==> config.mk <==
export PLATFORM = sky130hd
export DESIGN_NAME = skm_ctrl
export DESIGN_NICKNAME = d
export VERILOG_FILES = /design/src/sv/skm_pkg.sv /design/src/sv/skm_ctrl.sv
export SDC_FILE = /design/constraint.sdc
export NUM_CORES = 1
export LEC_CHECK = 0
export ABC_AREA = 1
export BUFFER_PORTS_ARGS = -buffer_cell sky130_fd_sc_hd__clkbuf_2
export CAP_MARGIN = 20
export CORE_AREA = 2 2 80 51
export CTS_CLUSTER_DIAMETER = 80
export DETAILED_ROUTE_END_ITERATION = 8
export DIE_AREA = 0 0 82 53
export GPL_TIMING_DRIVEN = 0
export PLACE_DENSITY_LB_ADDON = 0.08
export SLEW_MARGIN = 20
export SYNTH_ARGS = -nofsm -noshare
export SYNTH_HDL_FRONTEND = slang
export SYNTH_SLANG_ARGS = --single-unit
==> constraint.sdc <==
create_clock -name i_clk -period 2.15 [get_ports i_clk]
set_input_delay 0.645 -clock i_clk [delete_from_list [all_inputs] [get_ports i_clk]]
set_output_delay 0.645 -clock i_clk [all_outputs]
set_load 0.02 [all_outputs]
==> src/sv/skm_pkg.sv <==
`timescale 1ns / 1ps
`default_nettype none
package skm_pkg;

    localparam int WORDS_MAX   = 4096;
    localparam int DIM_MAX     = 128;
    localparam int CLASSES_MAX = 64;

    localparam int W_AW    = $clog2(WORDS_MAX);
    localparam int D_AW    = $clog2(DIM_MAX);
    localparam int C_AW    = $clog2(CLASSES_MAX);
    localparam int WCNT_W  = W_AW + 1;
    localparam int VEC_AW  = W_AW + D_AW;
    localparam int CENT_AW = C_AW + D_AW;

    localparam int ELEM_W   = 16;
    localparam int CENT_W   = 32;
    localparam int MEMB_W   = W_AW + 1;
    localparam int SQ_W     = 40;
    localparam int LEN_W    = SQ_W / 2;
    localparam int NUM_W    = 48;
    localparam int DIV_MAG_W = NUM_W - 1;
    localparam int DIV_CNT_W = $clog2(DIV_MAG_W + 1);
    localparam int QUO_W    = 32;
    localparam int PROD_W   = CENT_W + ELEM_W;
    localparam int DOT_W    = PROD_W + D_AW;
    localparam int UNIT_SHIFT = 30;

    localparam int CC_W   = 7;
    localparam int VL_W   = 8;
    localparam int PC_W   = 4;
    localparam int CFG_IDX_W = 2;
    localparam int CFG_DATA_W = 8;

    localparam logic [CC_W-1:0] CLASS_COUNT_RST   = CC_W'(1);
    localparam logic [VL_W-1:0] VECTOR_LENGTH_RST = VL_W'(100);
    localparam logic [PC_W-1:0] PASS_COUNT_RST    = PC_W'(10);

    // -10 in Q13.42
    localparam logic signed [DOT_W-1:0] BEST_INIT = DOT_W'(-64'sd43980465111040);

    localparam logic [CFG_IDX_W-1:0] REG_CLASS_COUNT   = CFG_IDX_W'(0);
    localparam logic [CFG_IDX_W-1:0] REG_VECTOR_LENGTH = CFG_IDX_W'(1);
    localparam logic [CFG_IDX_W-1:0] REG_PASS_COUNT    = CFG_IDX_W'(2);

    typedef enum logic [4:0] {
        OP_NONE, OP_LOAD, OP_QUERY, OP_INIT_SETUP, OP_INIT_WR, OP_PASS_SETUP, OP_CLR,
        OP_ACC_SETUP, OP_ACC_CLS_RD, OP_ACC_CLS, OP_ACC_RD, OP_ACC_WR,
        OP_NORM_SETUP, OP_NORM_RD, OP_NORM_GO, OP_NORM_WR, OP_SQRT_GO, OP_SQRT_END,
        OP_UNIT_RD, OP_UNIT_GO, OP_UNIT_WR,
        OP_ASG_SETUP, OP_ASG_CLS, OP_ASG_RD, OP_ASG_MUL, OP_ASG_ACC, OP_ASG_CMP,
        OP_ASG_NEXTC, OP_ASG_WR, OP_PASS_END
    } t_dp_op;

    typedef enum logic [4:0] {
        S_IDLE, S_QUERY, S_INIT_SETUP, S_INIT_WR, S_PASS_START, S_CLR,
        S_ACC_SETUP, S_ACC_CLS_RD, S_ACC_CLS, S_ACC_RD, S_ACC_WR,
        S_NORM_SETUP, S_NORM_RD, S_NORM_GO, S_NORM_WAIT, S_NORM_WR,
        S_SQRT_GO, S_SQRT_WAIT, S_SQRT_END,
        S_UNIT_RD, S_UNIT_GO, S_UNIT_WAIT, S_UNIT_WR,
        S_ASG_SETUP, S_ASG_CLS, S_ASG_RD, S_ASG_MUL, S_ASG_ACC, S_ASG_CMP,
        S_ASG_NEXTC, S_ASG_WR, S_PASS_END
    } t_state;

    typedef struct packed {
        t_dp_op op;
    } t_cmd;

    typedef struct packed {
        logic n_zero;
        logic w_last;
        logic d_last;
        logic c_last;
        logic pass_done;
        logic cent_ok;
        logic div_busy;
        logic sqrt_busy;
    } t_status;

endpackage
`default_nettype wire

==> src/sv/skm_ctrl.sv <==
`timescale 1ns / 1ps
`default_nettype none
module skm_ctrl
    import skm_pkg::*;
(
    input  wire logic    i_clk,
    input  wire logic    i_rst_n,
    input  wire logic    i_start,
    input  wire logic    i_operation,
    input  wire logic    i_last_in_vector,
    input  wire logic    i_last_vector,
    input  wire t_status i_status,
    output t_cmd         o_cmd,
    output logic         o_busy,
    output logic         o_result_valid
);
    t_state r_state, n_state;

    always_ff @(posedge i_clk) begin
        if (!i_rst_n) begin
            r_state <= S_IDLE;
        end else begin
            r_state <= n_state;
        end
    end

    always_comb begin
        n_state        = r_state;
        o_cmd.op       = OP_NONE;
        o_busy         = 1'b1;
        o_result_valid = 1'b0;
        unique case (r_state)
            S_IDLE: begin
                o_busy = 1'b0;
                if (i_start) begin
                    if (i_operation) begin
                        o_cmd.op = OP_QUERY;
                        n_state  = S_QUERY;
                    end else begin
                        o_cmd.op = OP_LOAD;
                        if (i_last_in_vector && i_last_vector) begin
                            n_state = S_INIT_SETUP;
                        end
                    end
                end
            end
            S_QUERY: begin
                o_result_valid = 1'b1;
                n_state        = S_IDLE;
            end
            S_INIT_SETUP: begin
                o_cmd.op = OP_INIT_SETUP;
                n_state  = i_status.n_zero ? S_PASS_START : S_INIT_WR;
            end
            S_INIT_WR: begin
                o_cmd.op = OP_INIT_WR;
                if (i_status.w_last) n_state = S_PASS_START;
            end
            S_PASS_START: begin
                o_cmd.op = OP_PASS_SETUP;
                n_state  = i_status.pass_done ? S_IDLE : S_CLR;
            end
            S_CLR: begin
                o_cmd.op = OP_CLR;
                if (i_status.d_last && i_status.c_last) n_state = S_ACC_SETUP;
            end
            S_ACC_SETUP: begin
                o_cmd.op = OP_ACC_SETUP;
                n_state  = i_status.n_zero ? S_NORM_SETUP : S_ACC_CLS_RD;
            end
            S_ACC_CLS_RD: begin
                o_cmd.op = OP_ACC_CLS_RD;
                n_state  = S_ACC_CLS;
            end
            S_ACC_CLS: begin
                o_cmd.op = OP_ACC_CLS;
                n_state  = S_ACC_RD;
            end
            S_ACC_RD: begin
                o_cmd.op = OP_ACC_RD;
                n_state  = S_ACC_WR;
            end
            S_ACC_WR: begin
                o_cmd.op = OP_ACC_WR;
                if (!i_status.d_last) n_state = S_ACC_RD;
                else n_state = i_status.w_last ? S_NORM_SETUP : S_ACC_CLS_RD;
            end
            S_NORM_SETUP: begin
                o_cmd.op = OP_NORM_SETUP;
                n_state  = S_NORM_RD;
            end
            S_NORM_RD: begin
                o_cmd.op = OP_NORM_RD;
                n_state  = S_NORM_GO;
            end
            S_NORM_GO: begin
                o_cmd.op = OP_NORM_GO;
                n_state  = S_NORM_WAIT;
            end
            S_NORM_WAIT: begin
                if (!i_status.div_busy) n_state = S_NORM_WR;
            end
            S_NORM_WR: begin
                o_cmd.op = OP_NORM_WR;
                n_state  = i_status.d_last ? S_SQRT_GO : S_NORM_RD;
            end
            S_SQRT_GO: begin
                o_cmd.op = OP_SQRT_GO;
                n_state  = S_SQRT_WAIT;
            end
            S_SQRT_WAIT: begin
                if (!i_status.sqrt_busy) n_state = S_SQRT_END;
            end
            S_SQRT_END: begin
                o_cmd.op = OP_SQRT_END;
                n_state  = S_UNIT_RD;
            end
            S_UNIT_RD: begin
                o_cmd.op = OP_UNIT_RD;
                n_state  = S_UNIT_GO;
            end
            S_UNIT_GO: begin
                o_cmd.op = OP_UNIT_GO;
                n_state  = i_status.cent_ok ? S_UNIT_WAIT : S_UNIT_WR;
            end
            S_UNIT_WAIT: begin
                if (!i_status.div_busy) n_state = S_UNIT_WR;
            end
            S_UNIT_WR: begin
                o_cmd.op = OP_UNIT_WR;
                if (!i_status.d_last) n_state = S_UNIT_RD;
                else n_state = i_status.c_last ? S_ASG_SETUP : S_NORM_RD;
            end
            S_ASG_SETUP: begin
                o_cmd.op = OP_ASG_SETUP;
                n_state  = i_status.n_zero ? S_PASS_END : S_ASG_CLS;
            end
            S_ASG_CLS: begin
                o_cmd.op = OP_ASG_CLS;
                n_state  = i_status.cent_ok ? S_ASG_RD : S_ASG_NEXTC;
            end
            S_ASG_RD: begin
                o_cmd.op = OP_ASG_RD;
                n_state  = S_ASG_MUL;
            end
            S_ASG_MUL: begin
                o_cmd.op = OP_ASG_MUL;
                n_state  = S_ASG_ACC;
            end
            S_ASG_ACC: begin
                o_cmd.op = OP_ASG_ACC;
                n_state  = i_status.d_last ? S_ASG_CMP : S_ASG_RD;
            end
            S_ASG_CMP: begin
                o_cmd.op = OP_ASG_CMP;
                n_state  = S_ASG_NEXTC;
            end
            S_ASG_NEXTC: begin
                o_cmd.op = OP_ASG_NEXTC;
                n_state  = i_status.c_last ? S_ASG_WR : S_ASG_CLS;
            end
            S_ASG_WR: begin
                o_cmd.op = OP_ASG_WR;
                n_state  = i_status.w_last ? S_PASS_END : S_ASG_CLS;
            end
            S_PASS_END: begin
                o_cmd.op = OP_PASS_END;
                n_state  = S_PASS_START;
            end
            default: begin
                n_state = S_IDLE;
            end
        endcase
    end
endmodule
`default_nettype wire

---- Word level (Yosys, flattened, before mapping) ----
Cells that the tools add are included.
storage, ports and cells
  input bits .............................. 14
  output and inout port bits .............. 7
  register bits after elaboration ......... 5
operators by class
  equality and inequality tests ........... 38
  reduce and logical (&&, ||, !) cells .... 4
  muxes and demuxes ....................... 28
operators by type and width
  kind                                           count
  case mux 5 bit (32 select lines)               1
  case mux 5 bit (28 select lines)               1
  == test 5 bit, second input constant           16
  two-way mux 5 bit                              11
  == test 5 x 4 -> 1 bit, second input constant  8
  two-way mux 3 bit                              7
  == test 5 x 3 -> 1 bit, second input constant  4
  two-way mux 4 bit                              3
  != test 2 bit, second input constant           6
  == test 5 x 2 -> 1 bit, second input constant  2
  AND reduction 7 bit                            1
  two-way mux 2 bit                              3
  == test 5 x 1 -> 1 bit, second input constant  1
  zero test 5 bit                                1
  != test 3 bit, second input constant           1
  logical AND 1 bit                              2
  two-way mux 1 bit                              2

---- Depth between registers and ports, before layout ----
Gate-level depths: netlist of the first run.
  depth after elaboration ................. 5
  mapped depth ............................ 12

---- Worst setup path before layout of the first run ----
No wires, ideal clock.
  path type ............................... flip-flop to output port
  from .................................... register r_state[3]
  to ...................................... output port o_cmd[1] (netlist name)
  arrival ................................. 1.458 ns
  data required time ...................... 1.505 ns
  buffers on the path ..................... 1
  path slack .............................. 0.047 ns
  cell stages (with the launch flop) ...... 10
  path through ............................ dfxtp_1 > buf_2 > nor2_2 > nand3_2 > nor2_1 > nor2_2 > nand3_4 > inv_2 > a21oi_2 > nand3_1
RTL lines
  element                   RTL line        text
  start: declaration        skm_ctrl.sv:17  t_state r_state, n_state;
  start signal: assignment  skm_ctrl.sv:23  r_state <= n_state;
  end: declaration          skm_ctrl.sv:13  output t_cmd o_cmd,

==> results.md, run 1 <==
* Hold Slack at about 540 ps
* Largest regs: r_state x5
* Area of the multi-input gates at 1060 um2
* Routed met3 length at slightly below 600 um
* Final Setup Violations at 4
* Non-filler cells, final at a little under 300
* H-tree levels at 1
* Yosys cell types at 32
* Full die area at roughly 4300 um2
* GPL Wtd Cong at about 0.98
* Worst Max-Slew Pin Slew at between 300 and 400 ps
* Lkg Pwr at between 0.0008 and 0.0009 uW
* Iter 0 DRT Violations at 250
* Post-Syn Instances at roughly 200
* Synth Register Bits at 5
* Number of remaining DRC errors at 0
* Register bank with the most flops: r_state
* Final wirelength at between 4000 and 5000 um
* Final core occ at 0.482
* Root Buffer: clkbuf_8
* Port Buffers at 20
* Sequential share of the synthesized area at 0.0948
* Post-synth EDFFs at 0
* Clock latency on the worst-skew pair at ~220 ps
* Slew Limit Fails at 0
* Post-synthesis cell type with the largest combined area: nand2_1
* Setup slack after layout at -243 ps
* Largest net degree at the start of global routing at 11
* Floorplan core area at approximately 3600 um2
* Area growth, synth to finish at 63.3%
* Max_slew headroom at 0.736
* Die W at 82 um
* Clock buffer depth at 2
* Layout cell share with drive strength beyond 1 at 0.453
* Ports at 21
* Area contributors post-synth: nand2_1 (21%), nor2_1 (12%), nand3_1 (10%)
* RSZ-0062 raised after global routing: yes
* TritonCTS clock tree: done
* Row count at 17
* Minimum clock period at approximately 2400 ps
* Post-DP HPWL at slightly above 3000 um
* DR pass1 iterations at 4
* Share of synthesized registers carrying an async set or reset at 0
* Status: finished with violations
* PwrDens at around 950 nW/um2
* GR Overflow Total at 0
* Storage cell area at approximately 120 um2
* Crit Path Max Fanout at 5
* CP required at around 1500 ps
* Synth warn at 0
* Synth cell count leaders: nand2_1 (58), nor2_1 (34), nand3_1 (21), inv_1 (20), nand4_1 (8)
* Met1 wire length at about 1900 um
* Top sig layer: met4
* Synth Flop Type: dfxtp_1
* TritonCTS buffer count at 3
* Met2 WL at around 1600 um
* Top cell type's share of synthesized area at 0.206
* Hold Path Class: flip-flop to flip-flop
* Number of global-route vias before repair at approximately 1400
* Final Hold Fails at 0
* Filler instances at approximately 360
* Worst VDD drop at 0.576 mV
* Arrival @ worst endpoint at ~1800 ps
* # clock sinks at 5
* Startpoint Class: flip-flop
* Most numerous cell in the Yosys netlist: nand2_1
* Vias at between 1500 and 2000
* Reg clk slew, reported paths at 30 ps
* CP Capture Type: output port
* Mapped Area at roughly 1100 um2
* Final Skew at around 1.3 ps
* All-Layer GR Usage at 0.210
* MaxCap Viol Count at 0
* Routed Antenna Nets at 0
* Final #Nets at approximately 260
* Setup TNS at -668 ps
* Placed Cells incl. Taps at around 270
* Starting Density at 0.296
* Crit path kind: flip-flop to output port
* Routed WL per cell at roughly 14 um
* Drt via density at ~5.2
* Pre-CTS WS at -267 ps
* Max reg flops at 5
* Die Y at about 53 um
* Mapped Nets at 216
* Number of antenna cells inserted at 0
* Failing checks: setup timing
* Initial antenna violation count at 0
* Fin crit share at 1.11
* Syn_area_per_cell at ~5.2 um2
* CTS Hold Bufs at 0
* Fmax achieved at between 400 and 500 MHz
* First-pass GRT wire length at between 6000 and 7000 um
path summary, 6_finish.rpt:
check                                from                 endpoint  slack [ps]  cells after the start
setup / recovery  r_state[0]$_SDFFE_PN0P_                 o_cmd[0]        -240                      7
hold / removal    r_state[2]$_SDFFE_PN0P_  r_state[2]$_SDFFE_PN0P_         540                      2
setup reg to reg  r_state[2]$_SDFFE_PN0P_  r_state[0]$_SDFFE_PN0P_         430                     10
hold reg to reg   r_state[2]$_SDFFE_PN0P_  r_state[2]$_SDFFE_PN0P_         540                      2
cells in the final DEF, fill, tap and decap left out, types with 2 or more instances in the layout:
master    instances
nand2_1          46
nor2_1           27
buf_4            22
inv_1            17
clkbuf_2         15
nand3_1          12
nor2_4           11
nand2_2          11
nand4_1           8
nand3_2           7
nand3_4           6
a21oi_1           6
buf_6             5
nor3_1            5
o21ai_0           5
clkbuf_8          5
inv_2             4
nor2_2            4
dfxtp_4           4
inv_4             3
nand2_4           2
nor3_2            2
a221oi_2          2
a21oi_2           2
o21ai_1           2
critical path, cell delays in order, from the launching register on:
cell     delay, ps
dfxtp_4        440
buf_4          150
nor2_4          40
buf_4          150
a21oi_2        120
o21ai_1         80
or3_1          400
buf_6          150
cell type report:
cell class                      count  share of cell area
Clock buffer                        4              0.0261
Tap cell                           47              0.0341
Buffer                              3              0.0152
Multi-Input combinational cell    168               0.618
Sequential cell                     5              0.0668
Timing Repair Buffer               42               0.177
Inverter                           25              0.0631
per-stage QoR:
step	power (uW)	area [um2]
after floorplan	775	1060
after global placement	1030	1210
after detailed placement	998	1210
after CTS	1480	1530
after global routing	1750	1720
final	1630	1720
timing repair:
action                     CTS  global route
resized for setup           42            46
pin swaps                   15            18
setup endpoints to repair    5             5
cloned                       0             0
buffers inserted            15             7
kinds of logic after synthesis:
| family | share of synthesized area |
|---|---|
| buf+inv | 0.111 |
| compound gates | 0.120 |
| simple gates | 0.674 |
| flops | 0.0948 |
per-layer routing:
layer | vias to the layer above | track usage
met1 | 658 | 0.319
met5 | - | 0
met4 | 0 | 0.0333
met3 | 11 | 0.0768
li1 | 760 | -
met2 | 105 | 0.276
power breakdown:
part | leakage [uW] | switching (uW) | internal [uW]
combinational | 0.000809 | 762 | 518
clock | 0.0000228 | 43.8 | 127
sequential | 0.0000438 | 59.9 | 123
Note: power is estimated with default switching activity, not from simulation.
==> run 2: changes to the inputs <==
ABC_AREA = unset   (was 1)
CORE_AREA = 2 2 82 53   (was 2 2 80 51)
DIE_AREA = 0 0 84 55   (was 0 0 82 53)
==> results.md, run 2 <==
* Largest regs: r_state x5
* First-pass GRT wire length at between 7000 and 8000 um
* Most numerous cell in the Yosys netlist: a21oi_1
* Full die area at 4620 um2
* Crit Path Max Fanout at 7
* RSZ-0062 raised after global routing: yes
* GPL Wtd Cong at between 0.8 and 0.9
* Synth cell count leaders: a21oi_1 (13), nand2_1 (12), o21ai_0 (11), nor2_1 (10), buf_2 (8)
* Root Buffer: clkbuf_8
* CTS Hold Bufs at 0
* PwrDens at around 660 nW/um2
* All-Layer GR Usage at 0.198
* Hold Path Class: input pin to flip-flop
* Area growth, synth to finish at 57.7%
* Ports at 21
* Number of global-route vias before repair at 1368
* Floorplan core area at between 3000 and 4000 um2
* P_int at between 600 and 700 uW
* Post-synth EDFFs at 0
* Reg clk slew, reported paths at 40 ps
* Comb pwr share at 0.733
* Largest net degree at the start of global routing at 20
* Final Hold Fails at 0
* Final #Nets at 218
* Met1 wire length at 2240 um
* Pre-CTS WS at -254 ps
* Max reg flops at 5
* GR Overflow Total at 0
* Yosys cell types at 56
* Minimum clock period at about 2300 ps
* Post-synthesis cell type with the largest combined area: dfxtp_1
* Arrival @ worst endpoint at between 1500 and 2000 ps
* Iter 0 DRT Violations at around 200
* Failing checks: setup timing
* Routed Antenna Nets at 0
* Post-Syn Instances at between 150 and 200
* Commonest non-fill, non-tap cell in the layout: buf_4
* Syn_area_per_cell at a little over 7 um2
* CP required at 1500 ps
* Worst VDD drop at around 0.47 mV
* Sequential share of the synthesized area at 0.0904
* Startpoint Class: flip-flop
* TritonCTS buffer count at 3
* Layout cell share with drive strength beyond 1 at 0.463
* H-tree levels at 1
* Final wirelength at 4740 um
* Crit path kind: flip-flop to output port
* Clock latency on the worst-skew pair at approximately 220 ps
* Commonest non-fill, non-tap cells in the layout: buf_4 (25), clkbuf_2 (15), a21oi_1 (12)
* Seq pwr share at 0.121
* Sw power at 503 uW
* Worst Max-Slew Pin Slew at a little over 400 ps
* Number of remaining DRC errors at 0
* Top cell type's share of synthesized area at 0.0904
* Met2 WL at 2050 um
* Storage cell area at 111 um2
* Routed met3 length at approximately 420 um
* Share of synthesized registers carrying an async set or reset at 0
* TritonCTS clock tree: done
* Final Setup Violations at 2
* Vias at 1499
* Clock buffer depth at 2
* Switching Share at 0.436
* Fmax achieved at approximately 440 MHz
* MaxCap Viol Count at 0
* Post-DP HPWL at approximately 3200 um
* Mapped Area at 1110 um2
* CP Capture Type: output port
* Synth Register Bits at 5
* Placed Cells incl. Taps at around 230
* Synth warn at 0
* Synth Flop Type: dfxtp_1
* Power, Total at about 1200 uW
* Die W at roughly 84 um
* Drt via density at about 5.9
* Fin crit share at 1.06
* Mapped Nets at 170
* Setup slack after layout at -123 ps
* Max_slew headroom at 0.725
* Area of the multi-input gates at approximately 950 um2
* Filler instances at 420
* Row count at 18
* # clock sinks at 5
* Die Y at around 55 um
* Status: finished with violations
* Top sig layer: met4
* Register bank with the most flops: r_state
* Initial antenna violation count at 0
* Clock share of power at 0.146
* DR pass1 iterations at 5
* Area contributors post-synth: dfxtp_1 (9.0%), a21oi_1 (5.9%), buf_6 (5.1%)
* Final core occ at 0.448
* Non-filler cells, final at 253
* Slew Limit Fails at 0
* Lkg Pwr at approximately 0.00073 uW
* Starting Density at 0.284
* Number of antenna cells inserted at 0
* Routed WL per cell at between 15 and 20 um
* Port Buffers at 20
* Final Skew at approximately 4.1 ps
==> run 2: changes by cell type after synthesis, moves of 6 or more <==
| cell | change |
|---|---|
| a21oi_1 | +6 |
| buf_2 | +6 |
| inv_1 | -15 |
| nand2_1 | -46 |
| nand3_1 | -18 |
| nor2_1 | -24 |
| nor2_2 | -6 |
| nor2b_1 | +7 |
==> run 2: path summary, 6_finish.rpt <==
path	startpoint	end	slack, ps	cells past startpoint
setup / recovery	r_state[4]$_SDFFE_PN0P_	o_cmd[1]	-120	7
hold / removal	i_rst_n	r_state[3]$_SDFFE_PN0P_	710	2
setup reg to reg	r_state[3]$_SDFFE_PN0P_	r_state[0]$_SDFFE_PN0P_	250	6
hold reg to reg	r_state[0]$_SDFFE_PN0P_	r_state[2]$_SDFFE_PN0P_	750	3
==> run 2: cells by family (layout without fill, tap and decap cells) <==
logic type      count (synthesis)  after routing  synth area share
compound gates                 55             55             0.347
xor+xnor                        2              2            0.0158
buf+inv                        23             70             0.131
flops                           5              5            0.0904
simple gates                   71             71             0.416
==> run 2: power by group through the flow <==
stage / clock [uW] / sequential, uW / combinational (uW)
6_report: 169 / 140 / 847
5_1_grt: 182 / 142 / 897
4_1_cts: 173 / 131 / 727
3_5_place_dp: 0 / 131 / 605
3_3_place_gp: 0 / 130 / 618
2_1_floorplan: 0 / 124 / 450
==> run 2: cell type report <==
type | instances | share of cell area
clock buffers | 4 | 0.0258
well taps | 50 | 0.0358
plain buffers | 15 | 0.117
inverters | 6 | 0.0129
flip-flops and latches | 5 | 0.0638
multi-input cells | 128 | 0.544
repair buffers | 45 | 0.201
==> run 2: stage by stage <==
stage               instance area [um2]  TNS (ps)  hold slack, ps
floorplan                          1110         0             773
global placement                   1280      -808             848
detailed placement                 1280      -818             854
CTS                                1540      -275             707
global route                       1750      -260             715
finish                             1750      -160             708
==> run 2: per-layer routing <==
layer / vias to the layer above / GRT usage
met5: - / 0
met4: 0 / 0.0215
met3: 3 / 0.0237
met2: 82 / 0.324
met1: 723 / 0.292
li1: 691 / -
==> run 2: worst max-delay path, stage by stage (launching register included) <==
cell and delay, ps:
dfxtp_2 310, buf_6 120, buf_8 130, nand2_4 70, nor2_2 30, or4_4 550
nand3_4 80, buf_8 110
==> run 2: timing repair <==
action,CTS,global route
gates resized for setup,44,31
buffers inserted,13,10
cloned,0,2
setup endpoints to repair,6,5
pin swaps,5,6
